`src/bfu_ram.sv`:
```
// Generic simple dual-port RAM with registered read.
module bfu_ram #(
    parameter int WIDTH = 8,
    parameter int DEPTH = 256
) (
    input  logic                     i_clk,
    input  logic                     i_we,
    input  logic [$clog2(DEPTH)-1:0] i_waddr,
    input  logic [WIDTH-1:0]         i_wdata,
    input  logic                     i_re,
    input  logic [$clog2(DEPTH)-1:0] i_raddr,
    output logic [WIDTH-1:0]         o_rdata
);
    logic [WIDTH-1:0] r_mem [DEPTH];
    logic [WIDTH-1:0] r_rdata;

    always_ff @(posedge i_clk) begin
        if (i_we) begin
            r_mem[i_waddr] <= i_wdata;
        end
        if (i_re) begin
            r_rdata <= r_mem[i_raddr];
        end
    end

    assign o_rdata = r_rdata;
endmodule

```
`config.mk`:
```
export PLATFORM = sky130hd
export DESIGN_NAME = bfu_ram
export DESIGN_NICKNAME = d
export VERILOG_FILES = /design/src/bfu_ram.sv
export SDC_FILE = /design/constraint.sdc
export NUM_CORES = 2
export LEC_CHECK = 0
export BUFFER_PORTS_ARGS = -buffer_cell sky130_fd_sc_hd__clkbuf_2
export CORE_MARGIN = 2
export CORE_UTILIZATION = 40
export DETAILED_ROUTE_END_ITERATION = 12
export GPL_ROUTABILITY_DRIVEN = 0
export REMOVE_ABC_BUFFERS = 1
export SLEW_MARGIN = 20
export SYNTH_ARGS = -nofsm -noshare
export SYNTH_HDL_FRONTEND = slang
export SYNTH_SLANG_ARGS = --single-unit
export TNS_END_PERCENT = 1
```
`constraint.sdc`:
```
create_clock -name i_clk -period 2.35 [get_ports i_clk]
set_input_delay 0.47 -clock i_clk [delete_from_list [all_inputs] [get_ports i_clk]]
set_output_delay 0.47 -clock i_clk [all_outputs]
set_load 0.05 [all_outputs]
```
# Yosys cells after proc, flatten, opt, wreduce, memory -nomap -nowiden
# Memory sizes are Yosys's and may differ from the RTL's. A register that Yosys moved wholly into a read port is not among the register bits.
# Cells that the tools add are included.
# op_classes
n_addsub	0
magnitude_cmp	0
n_reduce_logical	0
n_eq_ne	0
shifts	0
n_mul	0
n_mux	2
n_bitwise	0
div_mod_pow	0
# op_table
cell	count
1-bit 2-to-1 mux	2
# totals
mem_count	1
elab_cells	3
mem_bits_ro	0
latch_bits	0
mem_bits_rw	2048
register_bits	0
# mem_list
name	depth	word_bits	rd	rd_ports_with_merged_regs	write_ports	line_no	source
r_mem	256	8	1	1	1	14	logic [WIDTH-1:0] r_mem [DEPTH];

# Longest topological paths before layout
# depth
word_depth	2
mapped_depth	11
depth_no_buf	6

# Worst setup path after synthesis
# OpenSTA, ideal clock, no wires.
# synth_path
path_type	input -> register
from	input port i_raddr[0]
to	register r_rdata[2], in the netlist o_rdata[2], read port of r_mem, data pin
slack_ps	-196
n_path_buf	4
arrival_time_ps	2277
path_stages	9
required_ps	2081
setup_time_ps	269
cell_sequence	buf_6 buf_12 buf_8 buf_2 mux4_2 a22oi_1 a21oi_1 nor4_1 nor4_2
# synth_lines
element	line_no	source
start, declared	11	input logic [$clog2(DEPTH)-1:0] i_raddr,
end, declared	15	logic [WIDTH-1:0] r_rdata;

==> metrics.md <==
| Metric | Value |
|---|---|
| FMAX | 0.400 GHz |
| Setup CP Type | reg2reg |
| Share of cells above drive strength 1 | around a third |
| Reg-to-Reg Start | r_mem[68][4] |
| Yosys top cell area share | 77.5% |
| GRT Overall Usage | between 20% and 30% |
| CTS clk-pin slew, worst paths | about 0.06 ns |
| Synth Flop Type | edfxtp_1 |
| Final Cycle Share | 106% |
| CP max FO | 1 |
| Synth cell types | 54 |
| Setup_tns | -0.596 ns |
| Pwr/cell area | between 800 and 900 nW/um^2 |
| Die Span Y | between 400 and 500 microns |
| CP Launch Type | flop |
| # port buffers | 34 |
| RSZ-0062 raised after global routing | true |
| CP Data Required Time | 2.92 ns |
| CTS H-tree lvls | 4 |
| Sequential fraction of the synthesis area | 77.5% |
| Mapped Cells | roughly 3700 |
| Initial Util | between 40% and 50% |
| Post-synthesis cell area | 79600 sq um |
| Post-DR vias/cell | between 5 and 6 |
| Final Power | ~76 mW |
| Worst vdd rail ir drop | between 800 and 900 uV |
| Clock Skew | between 0.03 and 0.04 ns |
| Cts bufs inserted | between 200 and 250 |
| 1st-iter DRT viols | 4681 |
| Max_cap viols | 0 |
| Worst slew margin | 38.4% |
| Status | complete, but fails checks |
| Initial antenna violation count | 10 |
| R2R Setup Slk | -0.15 ns |
| Layout area overhead | 19.6% |
| R2r worst-path depth | 6 |
| CTS Buffer Depth | 3 |
| Drt total wl | 206000 microns |
| Final Hold Violating Endpoints | 0 |
| Critical path origin | r_mem[68][4] |
| Worst-path cell chain | mux4_2 -> mux4_2 -> nor2b_4 -> nor4_4 -> buf_4 -> nor4_2 |
| Hold Path Class | in2reg |
| Final min period | between 2 and 2.5 ns |
| Syn Area/Cell | 21.3 sq um |
| Final WS setup | -0.147 ns |
| Drt drc | 0 |
| CP endpoint | o_rdata[4] |
| CTS tree | done |
| Width of the die | between 400 and 500 microns |
| Met3 wire length | approximately 14000 microns |
| Synthesis warning total | 0 |
| I/O Pins | 35 |
| First-pass iteration count of the detailed router | 5 |
| Highest routed layer | met4 |
| Post-synthesis register bit count | ~2000 |
| Post-synth EDFFs | slightly above 2000 |
| Area post-placement | 88600 sq um |
| Endpoint class of the critical path | flop |
| DIE AREA | between 200000 and 250000 sq um |
| Core Util, Final | 48.2% |
| Grt ovf | 0 |
| Failing checks | setup timing |
| Most common cell type on the critical path | mux4_2 |
| Setup repair bufs after CTS | 0 |
| Vias | about 40000 |
| Post-DP HPWL | 134000 microns |
| Pin count of the biggest net entering global routing | between 80 and 90 |
| R2r endpoint | o_rdata[4] |
| DR WL met2 | a little over 100000 microns |
| Slowest library cell on the worst path | mux4_2 |
| Synth area leader | edfxtp_1 |
| # setup viols final | 6 |
| Top-count cell post-synth | edfxtp_1 |
| Fraction of registers with async set/reset | 0% |
| Arr. time, crit path | 3.07 ns |
| CTS Sinks | between 2000 and 2500 |
| Detail Route Antenna Nets | 0 |
| Synth area leaders | edfxtp_1, mux4_2, mux2i_1 |
| Met1 WL | between 80000 and 90000 microns |
| Final slew viol count | 0 |
| Final net count | about 4500 |
| Core region area | 198000 sq um |
| Final Cell Area | approximately 95000 sq um |
| Drt wl/cell | between 20 and 30 microns |
| Crit path largest cell delay | between 0.5 and 0.6 ns |
| Worst Tran Pin Value | between 0.9 and 1 ns |
| CTS root buffer | clkbuf_16 |
| Top post-synthesis cells by count | edfxtp_1, mux4_2, nor2_1 |
| Leakage | 30.7 nW |
| Vias in the first global route | approximately 41000 |
| Global-route wire length before repair | 298000 microns |
| Worst skew pair latency | 0.83 ns |
| Row count | 163 |
==> cell usage in the layout (no fill, tap or decap), types with 20 or more instances in the layout <==
cell type / n
clkinv_2: 31
edfxtp_1: 2056
nor2b_1: 27
a21oi_1: 94
clkbuf_1: 46
clkbuf_16: 207
nand3_1: 33
o22ai_1: 28
buf_12: 109
nor2_1: 278
clkbuf_2: 20
o221ai_1: 46
clkinv_1: 61
mux2i_1: 134
nand2_1: 33
a22oi_1: 131
buf_4: 605
mux4_2: 454
==> worst min path at each step <==
| stage | from | end | slack [ns] | depth (start not counted) |
|---|---|---|---|---|
| finish | i_wdata[0] | r_mem[86][0] | 0.05 | 1 |
| detailed placement | i_wdata[4] | r_mem[90][4] | 0.88 | 1 |
| global placement | i_wdata[4] | r_mem[90][4] | 0.87 | 1 |
| global route | i_wdata[0] | r_mem[86][0] | 0.03 | 1 |
| CTS | i_wdata[0] | r_mem[82][0] | 0.01 | 1 |
| floorplan | i_wdata[0] | r_mem[0][0] | 0.57 | 0 |
==> worst max-delay path, delay by kind of cell, from the launching register on <==
kind                   cells  cell delay (ns)
buffers and inverters      1             0.20
DFF                        1             0.38
muxes                      2             1.02
and+or+nand+nor            3             0.64
==> layer usage <==
metal  vias up  GRT usage (%)
li1      17200              -
met1     21700           28.1
met2      1500           33.1
met3       295           3.26
met4         0           5.78
met5         -              0
==> flip-flops by register name, indices dropped and copies added (netlist names) <==
| signal | count |
|---|---|
| r_mem | 2048 |
| o_rdata | 8 |
==> where the power goes <==
group          internal, mW  switching (mW)
combinational          1.82            2.62
sequential             40.4          0.0616
clock                  17.5            13.8
==> stage by stage <==
step | hold slack [ns] | worst slack, ns | instances
floorplan | 0.569 | -0.613 | 3500
global placement | 0.871 | -1.70 | 6888
detailed placement | 0.878 | -1.54 | 6888
CTS | 0.0143 | -0.217 | 7263
global route | 0.0317 | -0.148 | 7266
finish | 0.0523 | -0.147 | 7266
==> repair_timing <==
item	in CTS	in global routing
resized for setup	26	19
pin swaps	4	8
setup endpoints to repair	10	8
hold buffers	1	0
endpoints found under the hold margin	21	0
==> cell families after synthesis <==
family,synth area share [%]
DFF,77.5
muxes,14.6
and+or+nand+nor,2.63
AOI/OAI and AO/OA,3.42
buffers and inverters,1.83
==> final cells by class <==
class | instances | area [sq um]
timing repair buffer | 748 | 7020
sequential | 2056 | 61700
multi-input combinational | 1442 | 16800
fill | 16000 | 102000
clock buffer | 253 | 5350
tap | 2640 | 3300
clock inverter | 121 | 1040
antenna | 4 | 10.0
inverter | 2 | 7.51
Power figures use the tool's default switching activity.
