File: src/bfu_pkg.sv
// Package: shared types and constants of the bilateral filter unit.
package bfu_pkg;

    localparam logic [1:0] REQ_PIXEL   = 2'd0;
    localparam logic [1:0] REQ_RANGE   = 2'd1;
    localparam logic [1:0] REQ_SPATIAL = 2'd2;

    localparam logic [1:0] CFG_WIDTH  = 2'd0;
    localparam logic [1:0] CFG_HEIGHT = 2'd1;

    localparam int          CMP_W      = 14;
    localparam int          ROW_W      = 10;
    localparam logic [10:0] RESET_WIDTH  = 11'd640;
    localparam logic [10:0] RESET_HEIGHT = 11'd480;
    localparam logic [10:0] MAX_HEIGHT   = 11'd1024;

    typedef struct packed {
        logic [1:0]  req_type;
        logic [7:0]  pixel_value;
        logic [7:0]  weight_index;
        logic [15:0] weight_value;
    } t_in_item;

    typedef struct packed {
        logic [9:0] out_row;
        logic [9:0] out_col;
        logic [7:0] out_value;
        logic       frame_last;
    } t_out_item;

    typedef struct packed {
        logic [1:0]  index;
        logic [10:0] value;
    } t_cfg_item;

    typedef struct packed {
        logic shift;
        logic rotate;
    } t_cell_ctrl;

    typedef enum logic [2:0] {
        ST_IDLE,
        ST_LINE,
        ST_MAC,
        ST_DIV,
        ST_OUT
    } t_state;

endpackage

File: src/bfu_tap_cell.sv
// Window tap cell: one pixel and its spatial weight, shifting or rotating along the chain.
module bfu_tap_cell #(
    parameter int WB = 16
) (
    input  logic               i_clk,
    input  logic               i_rst_n,
    input  bfu_pkg::t_cell_ctrl i_ctrl,
    input  logic               i_load_w,
    input  logic [WB-1:0]      i_load_val,
    input  logic [7:0]         i_shift_px,
    input  logic [7:0]         i_rot_px,
    input  logic [WB-1:0]      i_rot_w,
    output logic [7:0]         o_px,
    output logic [WB-1:0]      o_w
);
    logic [7:0]    r_px;
    logic [WB-1:0] r_w;

    always_ff @(posedge i_clk) begin
        if (!i_rst_n) begin
            r_px <= '0;
        end else if (i_ctrl.rotate) begin
            r_px <= i_rot_px;
        end else if (i_ctrl.shift) begin
            r_px <= i_shift_px;
        end
    end

    always_ff @(posedge i_clk) begin
        if (i_ctrl.rotate) begin
            r_w <= i_rot_w;
        end else if (i_load_w) begin
            r_w <= i_load_val;
        end
    end

    assign o_px = r_px;
    assign o_w  = r_w;
endmodule

File: config.mk
export PLATFORM = sky130hd
export DESIGN_NAME = bfu_tap_cell
export DESIGN_NICKNAME = d
export VERILOG_FILES = /design/src/bfu_pkg.sv /design/src/bfu_tap_cell.sv
export SDC_FILE = /design/constraint.sdc
export NUM_CORES = 1
export LEC_CHECK = 0
export ABC_AREA = 1
export BUFFER_PORTS_ARGS = -buffer_cell sky130_fd_sc_hd__buf_2
export CORE_ASPECT_RATIO = 1.25
export CORE_MARGIN = 2
export CORE_UTILIZATION = 36
export DETAILED_ROUTE_END_ITERATION = 16
export HOLD_SLACK_MARGIN = 0.05
export PLACE_DENSITY = 0.68
export SYNTH_ARGS = -nofsm -noshare
export SYNTH_HDL_FRONTEND = slang
export SYNTH_SLANG_ARGS = --single-unit
File: constraint.sdc
create_clock -name i_clk -period 2.5 [get_ports i_clk]
set_input_delay 0.75 -clock i_clk [delete_from_list [all_inputs] [get_ports i_clk]]
set_output_delay 0.75 -clock i_clk [all_outputs]
set_load 0.01 [all_outputs]
== Yosys cells after proc, flatten, opt, wreduce, memory -nomap -nowiden ==
Index checks and enable logic that the tools add are counted.
Storage, ports and cells
  register bits: 24
  memory bits (writable): 0
  memories: 0
  bits in latches: 0
  input port bits: 53
  output and inout port bits: 24
  logic and storage cells: 8
  ROM bits: 0
Cells by class
  magnitude comparators: 0
  shift operators: 0
  reduce and logical (&&, ||, !) cells: 2
  muxes and demuxes: 4
  multiply operators: 0
  div/mod/pow operators: 0
  equal/unequal tests: 0
  bitwise gates (word level): 0
  $add $sub $neg: 0
Operators with widths (number)
  $mux 16: 2
  $mux 8: 2
  $reduce_bool 2->1: 2

== Logic depth before layout (Yosys ltp) ==
Gate-level depths: netlist (run 1).
  word-level depth: 2
  mapped depth: 7
  gate-level depth less buffers: 5

== Least setup slack after synthesis (run 1) ==
Ideal clock, no wire load.
  kind: input-to-reg
  start point: input i_ctrl[0] (netlist bit)
  end point: register r_w[0], in the netlist o_w[0] (enable)
  required time: 2.127 ns
  stages on the path: 3
  path slack: 0.710 ns
  data arrival time: 1.417 ns
  path buffers: 2
  library setup time: 0.373 ns
  cell sequence: buf_6 -> buf_6 -> or2_1
On the way
  longest elaborated chain between the ends: 1
RTL lines
  start: declaration: RTL line bfu_tap_cell.sv:7  | input bfu_pkg::t_cell_ctrl i_ctrl,
  $reduce_bool 2->1 (no source line)
  end signal: assignment: RTL line bfu_tap_cell.sv:31  | r_w <= i_rot_w;
  end signal: assignment: RTL line bfu_tap_cell.sv:33  | r_w <= i_load_val;
  end: declaration: RTL line bfu_tap_cell.sv:17  | logic [WB-1:0] r_w;
No other way between the ends.
A chain may end at the register's enable or synchronous reset.

== Final worst setup path (run 1) ==
  start point: register r_w[14], in the netlist o_w[14]
  end point: output o_w[14]
RTL lines
  end: declaration: RTL line bfu_tap_cell.sv:14  | output logic [WB-1:0] o_w
No word-level cell between the ends.

==> metrics.txt, run 1 <==
cells along the critical path buf_2; Root Driver clkbuf_4; Die Y-Extent 66.6 um; core region area 0.00297 mm2; r2r setup slk 1.87 ns; area occupied by multi-input gates 388 um2; WHS around 0.56 ns; routed vias between 1000 and 1500; CTS tree yes; starting density of the core 37.9%; Layout Cells excl Fill 240; Relative slew margins 56.3%; area growth from synthesis to layout 35.4%; Layout Skew 0 ns; antenna violations before repair 0; Mapped Avg Cell Area 8.67 um2; first-pass GRT wire length 4.08 mm; Largest delay share family, worst path flip-flops; critical path arrival 0.85 ns; Std-Cell Rows 22; Worst setup EP type primary output; Synth cell types 13; Hold Path Depth 4; H-tree Lvls 1; Crit path depth 1; GP Congestion 0.724; Power Dens Cells ~530 mW/mm2; Slew Viols, Final 0; startpoint type of the worst setup path register; die area between 0.003 and 0.004 mm2; dpl cells 236; post-layout min period 1.60 ns; synthesized area 0.00113 mm2; worst-path fanout max 1; Max clock buf depth 2; Clk Latency, worst-skew pair 0.30 ns; Total Routed Length 2.49 mm; CTS resizes 0; Seq. cell area 641 um2; Peak VDD IR 0.266 mV; status finished clean; Hold Crit Endpoint o_px[3]$_SDFFE_PN0P_; number of placed I/O pins 77; final cycle utilization of the critical path around 64%; Max-Cap Viols 0; largest net degree at the start of global routing 27; hold_sp o_px[3]$_SDFFE_PN0P_; Total Nets Final 258; DIE WIDTH about 54 um; slowest CP cell edfxtp_1; Inserted Clock Buffers 3; vias per cell about 4.4; post-synthesis cell count 130; DRT antenna net count 0; I/O Buffers 76; # fillers 294; CP peak stage delay 0.40 ns; DRC viols 0; vias in the first global route approximately 1000; Pleak 0.861 nW; HPWL Detailed 1.92 mm; RR Startpoint o_px[5]$_SDFFE_PN0P_; Reg2Reg Capture Point o_px[5]$_SDFFE_PN0P_; Tot GR Track Use roughly 15%; Yosys reg bits 24; worst hold-check path type register to register; drt first pass iters 5; buffers plus inverters on the worst setup path 1; setup bufs post-CTS 0; Avg WL per Cell 10.4 um; sequential area share after synthesis 56.8%; unrepaired setup endpoints after global routing no; clock sink count 24; worst slew pin tran 0.656 ns; Worst Path Required 1.75 ns; clk slew on worst S/H paths 0.12 ns; YS warnings 0; ant diodes 0; initial drt markers 21; CP Class register to primary output; max frequency about 0.62 GHz; R2R cell count 4; setup TNS 0 ns; Final setup viols 0; Post-CTS Hold Fix Bufs 0; endpoints failing hold 0; grt ovf 0; Syn Nets about 180; fraction of layout cells with a size suffix above 1 42.2%
report_power, final:
part / internal (mW) / switching [mW] / total (mW)
clock: 0.0582 / 0.109 / 0.167
combinational: 0.0739 / 0.0870 / 0.161
sequential: 0.465 / 0.0105 / 0.475
cells in the mapped netlist:
library cell	number	area share (%)
buf_4	1	0.67
or2_1	1	0.56
inv_6	1	0.78
buf_8	1	1.3
nand3_1	12	5.3
inv_1	8	2.7
dfxtp_1	8	14
buf_2	3	1.3
nand3_2	4	3.6
nor2_4	1	1.0
nand2_1	72	24
buf_6	2	2.0
edfxtp_1	16	43
area by class of cell:
cell class	count	share of cell area (%)
Sequential cell	24	42.0
Multi-Input combinational cell	90	25.4
Timing Repair Buffer	77	25.4
Tap cell	36	2.95
Inverter	9	2.54
Clock buffer	3	1.48
Clock inverter	1	0.246
registers in the layout (all words and copies together), names as in the netlist:
signal and flops:
o_px 8, o_w 16
per-layer routing:
metal | vias to the layer above | wire [um] | global-route usage, % | share of wire, %
met5 | - | 0 | 0 | 0
li1 | 556 | - | - | -
met2 | 35 | 1320 | 29.1 | 53
met3 | 2 | 177 | 2.47 | 7.1
met1 | 456 | 973 | 16.2 | 39
met4 | 0 | 23 | 6.56 | 0.92
cells by family (layout without fill, tap and decap cells):
| logic type | after synthesis | in the layout | share of synthesized area [%] |
|---|---|---|---|
| simple gates | 90 | 90 | 34.4 |
| flops | 24 | 24 | 56.8 |
| buf+inv | 16 | 90 | 8.77 |
placed cells by master, fill, tap and decap left out, drive strengths merged:
cell type / netlist / routed
nand2: 72 / 72
clkinv: 0 / 1
buf: 7 / 77
nand3: 16 / 16
nor2: 1 / 1
or2: 1 / 1
dfxtp: 8 / 8
inv: 9 / 9
edfxtp: 16 / 16
clkbuf: 0 / 3
through the flow:
step	worst slack, ns	instance area, um2	power, mW	utilization [%]
6_report	0.896	1530	0.803	51.3
4_1_cts	0.885	1530	0.815	51.3
5_1_grt	0.835	1530	0.854	51.3
3_5_place_dp	0.716	1500	0.648	50.5
3_3_place_gp	0.742	1500	0.647	50.5
2_1_floorplan	0.710	1130	0.570	-
worst max-delay path by stage:
stage / start / endpoint / slack [ns]
after detailed placement: i_ctrl[0] / o_w[13]$_DFFE_PP_ / 0.72
after global placement: i_ctrl[0] / o_w[5]$_DFFE_PP_ / 0.74
final: o_w[14]$_DFFE_PP_ / o_w[14] / 0.90
after floorplan: i_ctrl[0] / o_w[0]$_DFFE_PP_ / 0.71
after global routing: o_w[1]$_DFFE_PP_ / o_w[1] / 0.83
after CTS: o_w[1]$_DFFE_PP_ / o_w[1] / 0.89
(Power assumes the default switching activity.)
==> inputs of run 2 (changes only) <==
==> constraint.sdc (replaced) <==
create_clock -name i_clk -period 1.7 [get_ports i_clk]
set_input_delay 0.51 -clock i_clk [delete_from_list [all_inputs] [get_ports i_clk]]
set_output_delay 0.51 -clock i_clk [all_outputs]
set_load 0.01 [all_outputs]
==> metrics.txt, run 2 (synthesis gave the netlist of run 1 again) <==
status finished clean (unchanged); worst-path fanout max 1 (unchanged); unrepaired setup endpoints after global routing no (unchanged); Crit path depth 1 (unchanged); largest net degree at the start of global routing 27 (unchanged); leading cell types in the layout, fill and taps excluded buf_2, nand2_1, edfxtp_1, nand3_1 (unchanged); CTS tree yes (unchanged); Hold Path Depth 3 (was 4); Largest delay share family, worst path flip-flops (unchanged); sequential share of power 59.1% (was 59.2%); Max clock buf depth 2 (unchanged); HPWL Detailed 2.02 mm (was 1.92 mm); Avg WL per Cell 10.8 um (was 10.4 um); critical path arrival 0.85 ns (about the same); buffers plus inverters on the worst setup path 1 (unchanged); R2R cell count 4 (unchanged); sw frac 25.8% (was 25.7%); clk slew on worst S/H paths 0.13 ns (was 0.12 ns); Post-CTS Hold Fix Bufs 0 (unchanged); routed vias 1076 (was 1049); ant diodes 0 (unchanged); DIE WIDTH 54.1 um (unchanged); startpoint type of the worst setup path register (unchanged); Die Y-Extent 66.6 um (unchanged); clock power share 20.8% (about the same); Max-Cap Viols 0 (unchanged); Relative slew margins 54.6% (was 56.3%); pre-CTS worst setup slack 0.161 ns (was 0.716 ns); GP Congestion 0.756 (was 0.724); area growth from synthesis to layout 35.4% (unchanged); dpl cells 236 (unchanged); Core Util, Final 51.3% (unchanged); core region area 0.00297 mm2 (unchanged); total power 1.18 mW (was 803 uW); post-layout min period between 1 and 1.5 ns; number of placed I/O pins 77 (unchanged); Pleak 0.861 nW (unchanged); r2r setup slk 1.06 ns (was 1.87 ns); starting density of the core 37.9% (unchanged); worst hold-check path type input port to register (was register to register); Worst setup EP type primary output (unchanged); antenna violations before repair 0 (unchanged); cells along the critical path buf_2 (unchanged); Layout Skew 0 ns (unchanged); fraction of layout cells with a size suffix above 1 42.2% (unchanged); grt ovf 0 (unchanged); I/O Buffers 76 (unchanged); H-tree Lvls 1 (unchanged); Layout Cells excl Fill 240 (unchanged); max FFs per register 16 (unchanged); Total Routed Length 2.60 mm (was 2.49 mm); setup TNS 0 ns (unchanged); Slew Viols, Final 0 (unchanged); CP peak stage delay 0.40 ns (about the same); DRC viols 0 (unchanged); vias in the first global route 1032 (was 1017); worst slew pin tran 0.681 ns (was 0.656 ns); Inserted Clock Buffers 3 (unchanged); commonest non-fill, non-tap cell in the layout buf_2 (unchanged); max frequency between 0.7 and 0.8 GHz; Worst Setup Slack, final 0.341 ns (was 0.896 ns); endpoints failing hold 0 (unchanged); Power Dens Cells 775 mW/mm2 (was 526 mW/mm2); Std-Cell Rows 22 (unchanged); Root Driver clkbuf_4 (unchanged); vias per cell 4.48 (was 4.37); Final setup viols 0 (unchanged); Clk Latency, worst-skew pair 0.30 ns (about the same); P_int 878 uW (was 597 uW); final instance area 0.00153 mm2 (unchanged); CTS resizes 0 (unchanged); Total Nets Final 258 (unchanged); Switch Pwr 305 uW (was 207 uW); clock sink count 24 (unchanged); final cycle utilization of the critical path 79.9%; hold_sp i_load_val[7] (was o_px[3]$_SDFFE_PN0P_); RR Startpoint o_px[7]$_SDFFE_PN0P_ (was o_px[5]$_SDFFE_PN0P_); die area 0.00360 mm2 (unchanged); Setup crit start o_w[2]$_DFFE_PP_ (was o_w[14]$_DFFE_PP_); slowest CP cell edfxtp_1 (unchanged); Peak VDD IR 0.370 mV (was 0.266 mV); WHS 0.460 ns (was 0.558 ns); Comb pwr share 20.1% (was 20.0%); Worst Path Required 1.19 ns (was 1.75 ns); CP Class register to primary output (unchanged); DRT antenna net count 0 (unchanged); Tot GR Track Use 16.0% (was 15.5%); placed inst area 0.00150 mm2 (unchanged); setup bufs post-CTS 0 (unchanged); initial drt markers 5 (was 21); first-pass GRT wire length 4.24 mm (was 4.08 mm); drt first pass iters 3 (was 5)
[run 2: cell type report]
cell class | count | area, um2
clock inverter | 1 | 3.75
multi-input combinational | 90 | 388
clock buffer | 3 | 22.5
tap | 36 | 45.0
fill | 320 | 1450
timing repair buffer | 77 | 388
inverter | 9 | 38.8
sequential | 24 | 641
[run 2: path summary, 6_finish.rpt]
| kind | to |
|---|---|
| setup reg to reg | o_px[7]$_SDFFE_PN0P_ |
| setup / recovery | o_w[2] |
| hold / removal | o_w[7]$_DFFE_PP_ |
| hold reg to reg | o_px[1]$_SDFFE_PN0P_ |
[run 2: power by group through the flow]
stage	clock, mW	combinational [mW]	sequential, mW
after floorplan	0	0.0938	0.745
after global placement	0	0.240	0.713
after detailed placement	0	0.242	0.714
after CTS	0.259	0.242	0.701
after global routing	0.281	0.269	0.707
final	0.246	0.237	0.700
[run 2: per-layer routing]
metal	part of all wire, %	global-route usage (%)	vias up
met2	53	30.2	35
met5	0	0	-
met3	6.0	2.02	2
li1	-	-	556
met4	0.85	6.56	0
met1	40	17.1	483
