File: src/bfu_div.sv
// Divider: rounded, saturated 8-bit quotient, one bit per cycle.
module bfu_div #(
    parameter int DENW = 37
) (
    input  logic              i_clk,
    input  logic              i_rst_n,
    input  logic              i_start,
    input  logic [DENW+7:0]   i_num,
    input  logic [DENW-1:0]   i_den,
    output logic              o_done,
    output logic [7:0]        o_q
);
    localparam int RW = DENW + 9;

    logic          r_busy;
    logic          r_done;
    logic [2:0]    r_step;
    logic [RW-1:0] r_rem;
    logic [RW-1:0] r_dsh;
    logic [7:0]    r_q;
    logic [RW-1:0] x;
    logic [RW-1:0] den8;
    logic          ge;

    assign x    = RW'(i_num) + RW'(i_den >> 1);
    assign den8 = RW'({i_den, 8'd0});
    assign ge   = r_rem >= r_dsh;

    always_ff @(posedge i_clk) begin
        if (!i_rst_n) begin
            r_busy <= 1'b0;
            r_done <= 1'b0;
        end else begin
            r_done <= 1'b0;
            if (i_start) begin
                if (i_den == '0 || x >= den8) begin
                    r_done <= 1'b1;
                end else begin
                    r_busy <= 1'b1;
                end
            end else if (r_busy && r_step == 3'd0) begin
                r_busy <= 1'b0;
                r_done <= 1'b1;
            end
        end
    end

    always_ff @(posedge i_clk) begin
        if (i_start) begin
            r_rem  <= x;
            r_dsh  <= RW'({i_den, 7'd0});
            r_step <= 3'd7;
            r_q    <= (i_den == '0) ? 8'd0 : ((x >= den8) ? 8'd255 : 8'd0);
        end else if (r_busy) begin
            if (ge) begin
                r_rem <= r_rem - r_dsh;
            end
            r_q    <= {r_q[6:0], ge};
            r_dsh  <= r_dsh >> 1;
            r_step <= r_step - 3'd1;
        end
    end

    assign o_done = r_done;
    assign o_q    = r_q;
endmodule
File: config.mk
export PLATFORM = sky130hd
export DESIGN_NAME = bfu_div
export DESIGN_NICKNAME = d
export VERILOG_FILES = /design/src/bfu_div.sv
export SDC_FILE = /design/constraint.sdc
export NUM_CORES = 1
export LEC_CHECK = 0
export ABC_CLOCK_PERIOD_IN_PS = 6450
export BUFFER_PORTS_ARGS = -buffer_cell sky130_fd_sc_hd__buf_2
export CORE_ASPECT_RATIO = 1.75
export CORE_MARGIN = 2
export CORE_UTILIZATION = 40
export CTS_BUF_LIST = sky130_fd_sc_hd__clkbuf_2 sky130_fd_sc_hd__clkbuf_4 sky130_fd_sc_hd__clkbuf_8
export DETAILED_ROUTE_END_ITERATION = 16
export PLACE_DENSITY = 0.68
export SLEW_MARGIN = 20
export SYNTH_ARGS = -nofsm -noshare
export SYNTH_HDL_FRONTEND = slang
export SYNTH_SLANG_ARGS = --single-unit
File: constraint.sdc
create_clock -name i_clk -period 6.45 [get_ports i_clk]
set_clock_uncertainty 0.2 [all_clocks]
set_input_delay 0.645 -clock i_clk [delete_from_list [all_inputs] [get_ports i_clk]]
set_output_delay 0.645 -clock i_clk [all_outputs]
set_load 0.05 [all_outputs]
## Word-level counts from Yosys, hierarchy flattened

Cells that the tools add are included.

| cells by class | value |
|---|---|
| add/sub/neg operators | 3 |
| muxes and demuxes | 15 |
| eq/ne operators | 1 |
| magnitude comparators | 2 |
| reductions and logical operators | 9 |

Operators with widths:

| operator | count |
|---|---|
| 46-bit 2-to-1 mux | 3 |
| 44-bit 2-to-1 mux | 2 |
| 45-bit by 36-bit adder with 46-bit output | 1 |
| 46-bit by 44-bit greater-or-equal comparator with 1-bit output | 1 |
| 46-bit by 45-bit greater-or-equal comparator with 1-bit output | 1 |
| 46-bit by 44-bit subtractor with 46-bit output | 1 |
| 37-bit zero test | 1 |
| 8-bit 2-to-1 mux | 4 |
| 1-bit 2-to-1 mux | 6 |
| 2-bit nonzero test | 3 |
| 2-bit AND reduction | 2 |
| 3-bit zero test | 1 |
| 3-bit by 1-bit subtractor with 3-bit output (second input constant) | 1 |
| 2-bit != test (second input constant) | 1 |
| 1-bit logical AND | 1 |
| 1-bit logical OR | 1 |

| word-level totals | value |
|---|---|
| bits in registers | 103 |
| output and inout port bits | 9 |

## Depth between registers and ports, before layout

Gate-level depths: netlist (run 1).

| logic depth | value |
|---|---|
| depth in word-level cells | 5 |
| mapped depth | 21 |
| mapped depth without buffers | 21 |

## Least setup slack after synthesis (run 1)

OpenSTA, ideal clock, no wires.

| timing path | value |
|---|---|
| path type | reg-to-reg |
| start | register r_rem[0] |
| end | register r_rem[0], enable pin |
| path slack | 178 ps |
| cell stages (with the launch flop) | 13 |
| setup time | 513 ps |
| arrival time | 5559 ps |
| path through | edfxtp_1 > inv_1 > ha_1 > fa_1 > nand2b_1 > a21o_1 > a211oi_2 > o31a_2 > o21ai_2 > o21a_1 > o21ai_1 > a221oi_2 > o21ai_0 |

| between the ends | value |
|---|---|
| word-level cells in the longest chain between the ends | 3 |

Ends and longest elaborated chain:

| element | line | RTL |
|---|---|---|
| from (decl) | 18 | `logic [RW-1:0] r_rem;` |
| from (signal assigned) | 56 | `r_rem <= r_rem - r_dsh;` |
| 46-bit by 44-bit greater-or-equal comparator with 1-bit output | 27 | `assign ge = r_rem >= r_dsh;` |
| 2-bit nonzero test (no source line) | n/a |  |
| 2-bit AND reduction (no source line) | n/a |  |

Every way passes these cells.
A chain may end at the register's enable or synchronous reset.

## Final worst setup path (run 1)

| timing path | value |
|---|---|
| start | input i_den[1] |
| end | register r_q[2], in the netlist o_q[2] (data pin) |

| between the ends | value |
|---|---|
| word-level cells in the longest chain between the ends | 5 |
| elaborated cells between the ends (all ways) | 6 |
| classes of those cells | add/sub: 1; order compare: 1; mux: 3; reduce/logical: 1 |

Ends and longest elaborated chain:

| element | line | RTL |
|---|---|---|
| from (decl) | 9 | `input logic [DENW-1:0] i_den,` |
| 45-bit by 36-bit adder with 46-bit output | 25 | `assign x = RW'(i_num) + RW'(i_den >> 1);` |
| 46-bit by 45-bit greater-or-equal comparator with 1-bit output | 53 | `r_q <= (i_den == '0) ? 8'd0 : ((x >= den8) ? 8'd255 : 8'd0);` |
| 8-bit 2-to-1 mux | 53 |  |
| 8-bit 2-to-1 mux * | 53 |  |
| 8-bit 2-to-1 mux * | 49 | `if (i_start) begin` |
| to (signal assigned) | 53 |  |
| to (signal assigned) | 58 | `r_q <= {r_q[6:0], ge};` |
| to (decl) | 20 | `logic [7:0] r_q;` |

Every way passes the cells marked *; elsewhere a longest branch is shown, timed or not.

==> metrics.md, run 1 <==
| Metric | Value |
|---|---|
| TritonCTS clock tree | `done` |
| Synth cell types | `73` |
| Share of flip-flops with an asynchronous set or reset | `0%` |
| Starting Density | `40.7%` |
| Critical path peak fanout | `8` |
| Clk sink count | `103` |
| Delay-heaviest family, CP | `compound AO/OA/AOI/OAI gates` |
| Antenna Nets Post-Route | `0` |
| Setup bufs post-CTS | `0` |
| Max-slew headroom | `between 40% and 50%` |
| Rows | `76` |
| I/O pins | `94` |
| RSZ-0062 raised after global routing | `false` |
| Slowest Stage Delay on Critical Path | `0.46 ns` |
| Final GP Congestion | `about 0.9` |
| Total GRT Usage | `22.2%` |
| PostCTS Resize Cnt | `0` |
| Buffers & Inverters on Critical Path | `1` |
| M1 WL | `11200 um` |
| WS Path Type | `primary input to register` |
| Final Non-Filler Cells | `1590` |
| Layout cells sized above 1 | `11.7%` |
| Depth of the CTS H-tree | `3` |
| Highest Signal Layer | `met4` |
| Number of fill cells | `2487` |
| CP Launch Type | `primary input` |
| Main synth FF type | `edfxtp_1` |
| Worst-path clk slew | `0.10 ns` |
| Worst EP arrival | `about 5.5 ns` |
| Met3 Wirelength | `1110 um` |
| Dpl cells | `1573` |
| Synth Register Bits | `103` |
| Pre-CTS setup slack | `0.579 ns` |
| First-pass GRT wire length | `45500 um` |
| WL met2 | `around 15000 um` |
| Final count of negative-setup-slack endpoints | `0` |
| Post-Route WL | `28900 um` |
| Routed len/inst | `18.1 um` |
| Slew Viols, Final | `0` |
| DR DRC count | `0` |
| CTS Buf Count | `9` |
| Layout area overhead | `9.77%` |
| Outcome | `completed` |
| CTS root buffer | `clkbuf_8` |
| Largest net degree at the start of global routing | `76` |
| Die W | `124 um` |
| Final Hold Viols | `0` |
| Die Y | `214 um` |
| Class of the worst hold path | `primary input to register` |
| Most frequent cells in the layout | `119 x nand2_1, 119 x ha_1, 113 x a21oi_1, 111 x inv_1, 109 x o21ai_0` |
| Vias | `slightly above 9k` |
| Initial DRC count | `between 500 and 600` |
| CP cell instances | `buf_2, ha_1, fa_1, a21oi_1, nor2_1, o211a_1, o211ai_1, a21boi_1, a21oi_1, xnor2_1, ha_1, a2111oi_0, o21ai_0, a221o_1, a2111oi_0, o211ai_1, a31oi_1, o221ai_2, nand2b_2, o21ai_0` |
| Worst vdd ir | `0.000140 V` |
| Critical path capture point type | `register` |
| Vias in the first global route | `a little under 9k` |
| Area of the mapped netlist | `0.0100 sq mm` |
| Fmax | `between 150 and 200 MHz` |
| Post-detail-place hpwl | `23500 um` |
| DRT Pass-1 Iters | `8` |
| Clk_lat worst skew | `0.41 ns` |
| Fin nets | `approximately 1.5k` |
| Yosys warning count | `0` |
| Slew @ Worst Pin | `0.795 ns` |
| Share of the synthesized area in the top cell type | `27.2%` |
| Die Area | `0.0264 sq mm` |
| Grt ovf | `0` |
| Critical-path top delay cell | `a21oi_1` |
| WP data required | `between 6 and 7 ns` |
| Hold buffer count at CTS | `0` |
| Initial antenna violation count | `1` |
| Final worst path period need | `5.57 ns` |
| Largest area contributor in the netlist | `edfxtp_1` |
| Post-synth EDFFs | `91` |
| Max Cap Violations | `0` |
| Via density | `between 5 and 6` |
| Core Region | `0.0246 sq mm` |
| Clock buffer depth | `2` |
| Power per Cell Area | `between 300 and 400 mW/mm^2` |
| Synth top area cells | `edfxtp_1 27%, ha_1 15%, a21oi_1 5.6%, o21ai_0 5.5%, nand2_1 4.5%` |
| Mean area per synthesized cell | `8.36 sq um` |
| Setup TNS | `0 ns` |
| Leakage | `4.85 nW` |
| Period utilization | `86.3%` |
| Synth Instances | `1200` |
| PortBufs | `93` |
| Mapped Nets | `1406` |
| Seq/Total Area, Yosys | `29.6%` |
| Fin worst setup slack | `0.883 ns` |
synth_stat cells (all sizes together), types with 4 or more instances:
cell and number:
mux2 6, and2 7, a221o 6, xor2 34, buf 10, clkbuf 29, nor3 13, nor4 14
nor3b 4, a31oi 13, nand2b 12, o31ai 11, a211oi 9, and3 11, nand4 26, inv 112
nand3 14, a21boi 4, a21oi 115, dfxtp 12, o211ai 8, nor2b 10, ha 119, o21a 10
and4 9, or4 5, nor2 78, o21bai 13, a21o 57, edfxtp 91, nand2 120, xnor2 43
a2111oi 5, mux2i 8, o21ai 122
flip-flops by register name, indices dropped and copies added, names as in the netlist:
| register | flops |
|---|---|
| o_done | 1 |
| o_q | 8 |
| r_busy | 1 |
| r_dsh | 44 |
| r_rem | 46 |
| r_step | 3 |
cell families (layout without fill, tap and decap cells):
family / count (synthesis) / in the layout / synth area share, %
AO/OA/AOI/OAI: 399 / 399 / 25.0
XOR/XNOR: 77 / 77 / 6.72
adder cells (fa/ha/maj): 121 / 121 / 15.2
buffers and inverters: 151 / 228 / 5.71
flip-flops: 103 / 103 / 29.6
multiplexers: 14 / 14 / 1.47
other: 0 / 1 / 0
AND/OR/NAND/NOR: 335 / 335 / 16.2
routing by layer:
layer	vias to the layer above	global-route usage, %
li1	4528	-
met1	4271	25.2
met2	271	40.7
met3	62	1.68
met4	0	11.8
met5	-	0
stage by stage:
step	area (sq um)	power (mW)	util [%]	hold WS, ns
after floorplan	10000	2.41	-	0.244
after global placement	10800	2.85	43.9	0.260
after detailed placement	10800	2.86	43.9	0.261
after CTS	11000	3.30	44.7	0.238
after global routing	11000	3.58	44.7	0.269
final	11000	3.32	44.7	0.263
power by group:
| part | switching, mW | internal, mW |
|---|---|---|
| Clock | 0.246 | 0.186 |
| Combinational | 1.16 | 0.758 |
| Sequential | 0.0533 | 0.917 |
| Total | 1.46 | 1.86 |
area by class of cell:
type	count	area, sq um	share of cell area [%]
Clock buffer	10	131	1.19
Tap cell	312	390	3.54
Multi-Input combinational cell	946	6510	59.1
Timing Repair Buffer	100	518	4.70
Sequential cell	103	2970	27.0
Clock inverter	6	70.1	0.636
Inverter	112	420	3.82
Antenna cell	1	2.50	0.0227
final timing paths:
kind	cells past startpoint	slack (ns)	start	end
min	2	0.26	i_rst_n	r_busy$_SDFFE_PN0P_
max reg2reg	13	2.45	r_rem[0]$_DFFE_PP_	r_rem[4]$_DFFE_PP_
max	20	0.88	i_den[1]	o_q[2]$_DFFE_PP_
min reg2reg	2	0.29	r_step[1]$_SDFFE_PP1P_	r_step[1]$_SDFFE_PP1P_
(Power assumes the default switching activity.)
==> run 2: changes to the inputs <==
- CELL_PAD_IN_SITES_DETAIL_PLACEMENT: not set -> 1
- CELL_PAD_IN_SITES_GLOBAL_PLACEMENT: not set -> 1
- PLACE_DENSITY: 0.68 -> 0.83
==> run 2 against run 1 <==
Compared with the run above:
- non-clock buffer count up 1
- critical path depth unchanged
- register-to-register slack worse by 0.39 ns
- sequential power up 0.4%
- sequential cell count unchanged
- clock power down 12%
- fmax down 1.8%
- die area unchanged
- worst setup slack worse by 0.10 ns
- via count up 3.3%
- critical endpoint is now o_q[4]$_DFFE_PP_
- global-route usage up 2.7 points
==> metrics.md, run 2 (synthesized netlist as in run 1, its figures left out) <==
| Metric | Value |
|---|---|
| Die W | `124 um (unchanged)` |
| CTS root buffer | `clkbuf_8 (unchanged)` |
| WL met2 | `16500 um (was 15100 um)` |
| Leakage | `4.85 nW (about the same)` |
| DR DRC count | `0 (unchanged)` |
| CP Launch Type | `primary input (unchanged)` |
| Outcome | `completed (unchanged)` |
| Post-route cell area | `0.0110 sq mm (about the same)` |
| Critical path capture point type | `register (unchanged)` |
| Critical path peak fanout | `8 (unchanged)` |
| Dpl cells | `1574 (was 1573)` |
| Antenna Nets Post-Route | `0 (unchanged)` |
| Final worst path period need | `5.67 ns (was 5.57 ns)` |
| Setup bufs post-CTS | `0 (unchanged)` |
| Initial antenna violation count | `1 (unchanged)` |
| Final count of negative-setup-slack endpoints | `0 (unchanged)` |
| Fin nets | `1479 (was 1478)` |
| Final Non-Filler Cells | `1591 (was 1590)` |
| Grt ovf | `0 (unchanged)` |
| Post-route core utilization | `44.6% (was 44.7%)` |
| Register Area | `0.00297 sq mm (unchanged)` |
| Combinational share of power | `59.3% (was 57.7%)` |
| Hold buffer count at CTS | `0 (unchanged)` |
| Final Hold Viols | `0 (unchanged)` |
| Setup TNS | `0 ns (unchanged)` |
| Worst-path clk slew | `0.10 ns (about the same)` |
| Die Area | `0.0264 sq mm (unchanged)` |
| Worst Hold Endpoint | `r_busy$_SDFFE_PN0P_ (unchanged)` |
| Depth of the CTS H-tree | `3 (unchanged)` |
| Initial DRC count | `379 (was 530)` |
| Sequential share of power | `29.2% (was 29.3%)` |
| Max-slew headroom | `46.8% (was 46.5%)` |
| Core Region | `0.0246 sq mm (unchanged)` |
| Power share of the clock group | `11.5% (was 13.0%)` |
| WS Path Type | `primary input to register (unchanged)` |
| Clk sink count | `103 (unchanged)` |
| Period utilization | `87.9% (was 86.3%)` |
| Rows | `76 (unchanged)` |
| PostCTS Resize Cnt | `0 (unchanged)` |
| Fin worst setup slack | `0.781 ns (was 0.883 ns)` |
| Dpl cell area | `0.0108 sq mm (about the same)` |
| Clock buffer depth | `2 (unchanged)` |
| WP data required | `6.38 ns (about the same)` |
| Switch share | `45.3% (was 43.9%)` |
| Starting Density | `40.7% (unchanged)` |
| Hold Crit Start | `i_rst_n (unchanged)` |
| Worst EP arrival | `5.60 ns (was 5.49 ns)` |
| Die Y | `214 um (unchanged)` |
| Fmax | `176 MHz (was 180 MHz)` |
| Layout area overhead | `9.50% (was 9.77%)` |
| Highest Signal Layer | `met4 (unchanged)` |
| Routed len/inst | `20.1 um (was 18.1 um)` |
| Pre-CTS setup slack | `0.467 ns (was 0.579 ns)` |
| Post-Route WL | `31900 um (was 28900 um)` |
| Total GRT Usage | `24.9% (was 22.2%)` |
| Power per Cell Area | `304 mW/mm^2 (was 301 mW/mm^2)` |
| Slew @ Worst Pin | `0.798 ns (was 0.795 ns)` |
| Reg2reg setup slack | `2.06 ns (was 2.45 ns)` |
| Most frequent cells in the layout | `119 x nand2_1, 119 x ha_1, 113 x a21oi_1, 111 x inv_1, 109 x o21ai_0 (unchanged)` |
| Vias | `9429 (was 9132)` |
| I/O pins | `94 (unchanged)` |
| Met3 Wirelength | `1020 um (was 1110 um)` |
| Via density | `5.93 (was 5.74)` |
| Final GP Congestion | `0.904 (was 0.918)` |
| Tot Pwr | `3.34 mW (was 3.32 mW)` |
| Slew Viols, Final | `0 (unchanged)` |
| PortBufs | `93 (unchanged)` |
| R2R Path Start | `r_rem[0]$_DFFE_PP_ (unchanged)` |
| TritonCTS clock tree | `done (unchanged)` |
| Multi-input logic area | `0.00651 sq mm (unchanged)` |
| CTS Buf Count | `9 (unchanged)` |
| Internal power | `1.82 mW (was 1.86 mW)` |
| Hold Path Cell Cnt | `2 (unchanged)` |
| NetSw | `1.51 mW (was 1.46 mW)` |
| R2R Path End | `r_rem[43]$_DFFE_PP_ (was r_rem[4]$_DFFE_PP_)` |
| Vias in the first global route | `10.1k (was 8884)` |
| Max reg flops | `46 (unchanged)` |
| Layout cells sized above 1 | `11.7% (about the same)` |
| Worst R2R Path Depth | `13 (unchanged)` |
| Largest net degree at the start of global routing | `76 (unchanged)` |
| Post-detail-place hpwl | `26300 um (was 23500 um)` |
| Largest register by flop count | `r_rem (unchanged)` |
| Worst vdd ir | `0.000111 V (was 0.000140 V)` |
| M1 WL | `12300 um (was 11200 um)` |
| Max Cap Violations | `0 (unchanged)` |
| Clk_lat worst skew | `0.42 ns (was 0.41 ns)` |
| Class of the worst hold path | `primary input to register (unchanged)` |
| Number of fill cells | `3034 (was 2487)` |
| Final Hold Slack | `0.249 ns (was 0.263 ns)` |
| DRT Pass-1 Iters | `5 (was 8)` |
| First-pass GRT wire length | `50900 um (was 45500 um)` |
| RSZ-0062 raised after global routing | `false (unchanged)` |
==> run 2: cell types whose count changed in the layout (fill, tap and decap cells not counted), sizes merged <==
| cell | before | now |
|---|---|---|
| bufinv | 1 | 0 |
| buf | 100 | 101 |
| clkinv | 2 | 4 |
| clkinvlp | 2 | 1 |
==> run 2: power groups by stage <==
stage          registers (mW)  logic, mW  clock network (mW)
2_1_floorplan           0.999       1.41                   0
3_3_place_gp            0.981       1.88                   0
3_5_place_dp            0.990       1.94                   0
4_1_cts                 0.976       1.96               0.391
5_1_grt                 0.993       2.19               0.408
6_report                0.974       1.98               0.383
==> run 2: worst max-delay path: stages <==
cell and delay [ns]:
buf_2 0.11, ha_1 0.22, fa_1 0.42, a21oi_1 0.25, nor2_1 0.11, o211a_1 0.28
o211ai_1 0.21, a21boi_1 0.16, a21oi_1 0.48, xnor2_1 0.18, ha_1 0.22, a2111oi_0 0.32
o21ai_0 0.21, a221o_1 0.34, a2111oi_0 0.48, o211ai_1 0.17, a31oi_1 0.25, o221ai_2 0.22
nand2b_2 0.18, o21ai_0 0.12
==> run 2: layout make-up <==
cell class	count	share of cell area, %
multi-input cells	946	59.3
clock buffers	10	1.20
flip-flops and latches	103	27.1
inverters	112	3.83
well taps	312	3.55
diodes	1	0.0228
clock inverters	6	0.319
repair buffers	101	4.78
==> run 2: layer usage <==
layer | vias to the layer above | GRT usage, %
met1 | 4559 | 26.7
met2 | 229 | 45.0
li1 | 4536 | -
met5 | - | 0
met4 | 0 | 16.7
met3 | 105 | 2.93
==> run 2: worst max-delay path by stage <==
| stage | to | from | depth (start not counted) |
|---|---|---|---|
| floorplan | r_rem[0]$_DFFE_PP_ | r_rem[0]$_DFFE_PP_ | 12 |
| global placement | o_q[7]$_DFFE_PP_ | i_num[0] | 20 |
| detailed placement | o_q[4]$_DFFE_PP_ | i_den[1] | 20 |
| CTS | o_q[4]$_DFFE_PP_ | i_den[1] | 20 |
| global route | o_q[4]$_DFFE_PP_ | i_num[0] | 20 |
| finish | o_q[4]$_DFFE_PP_ | i_den[1] | 20 |
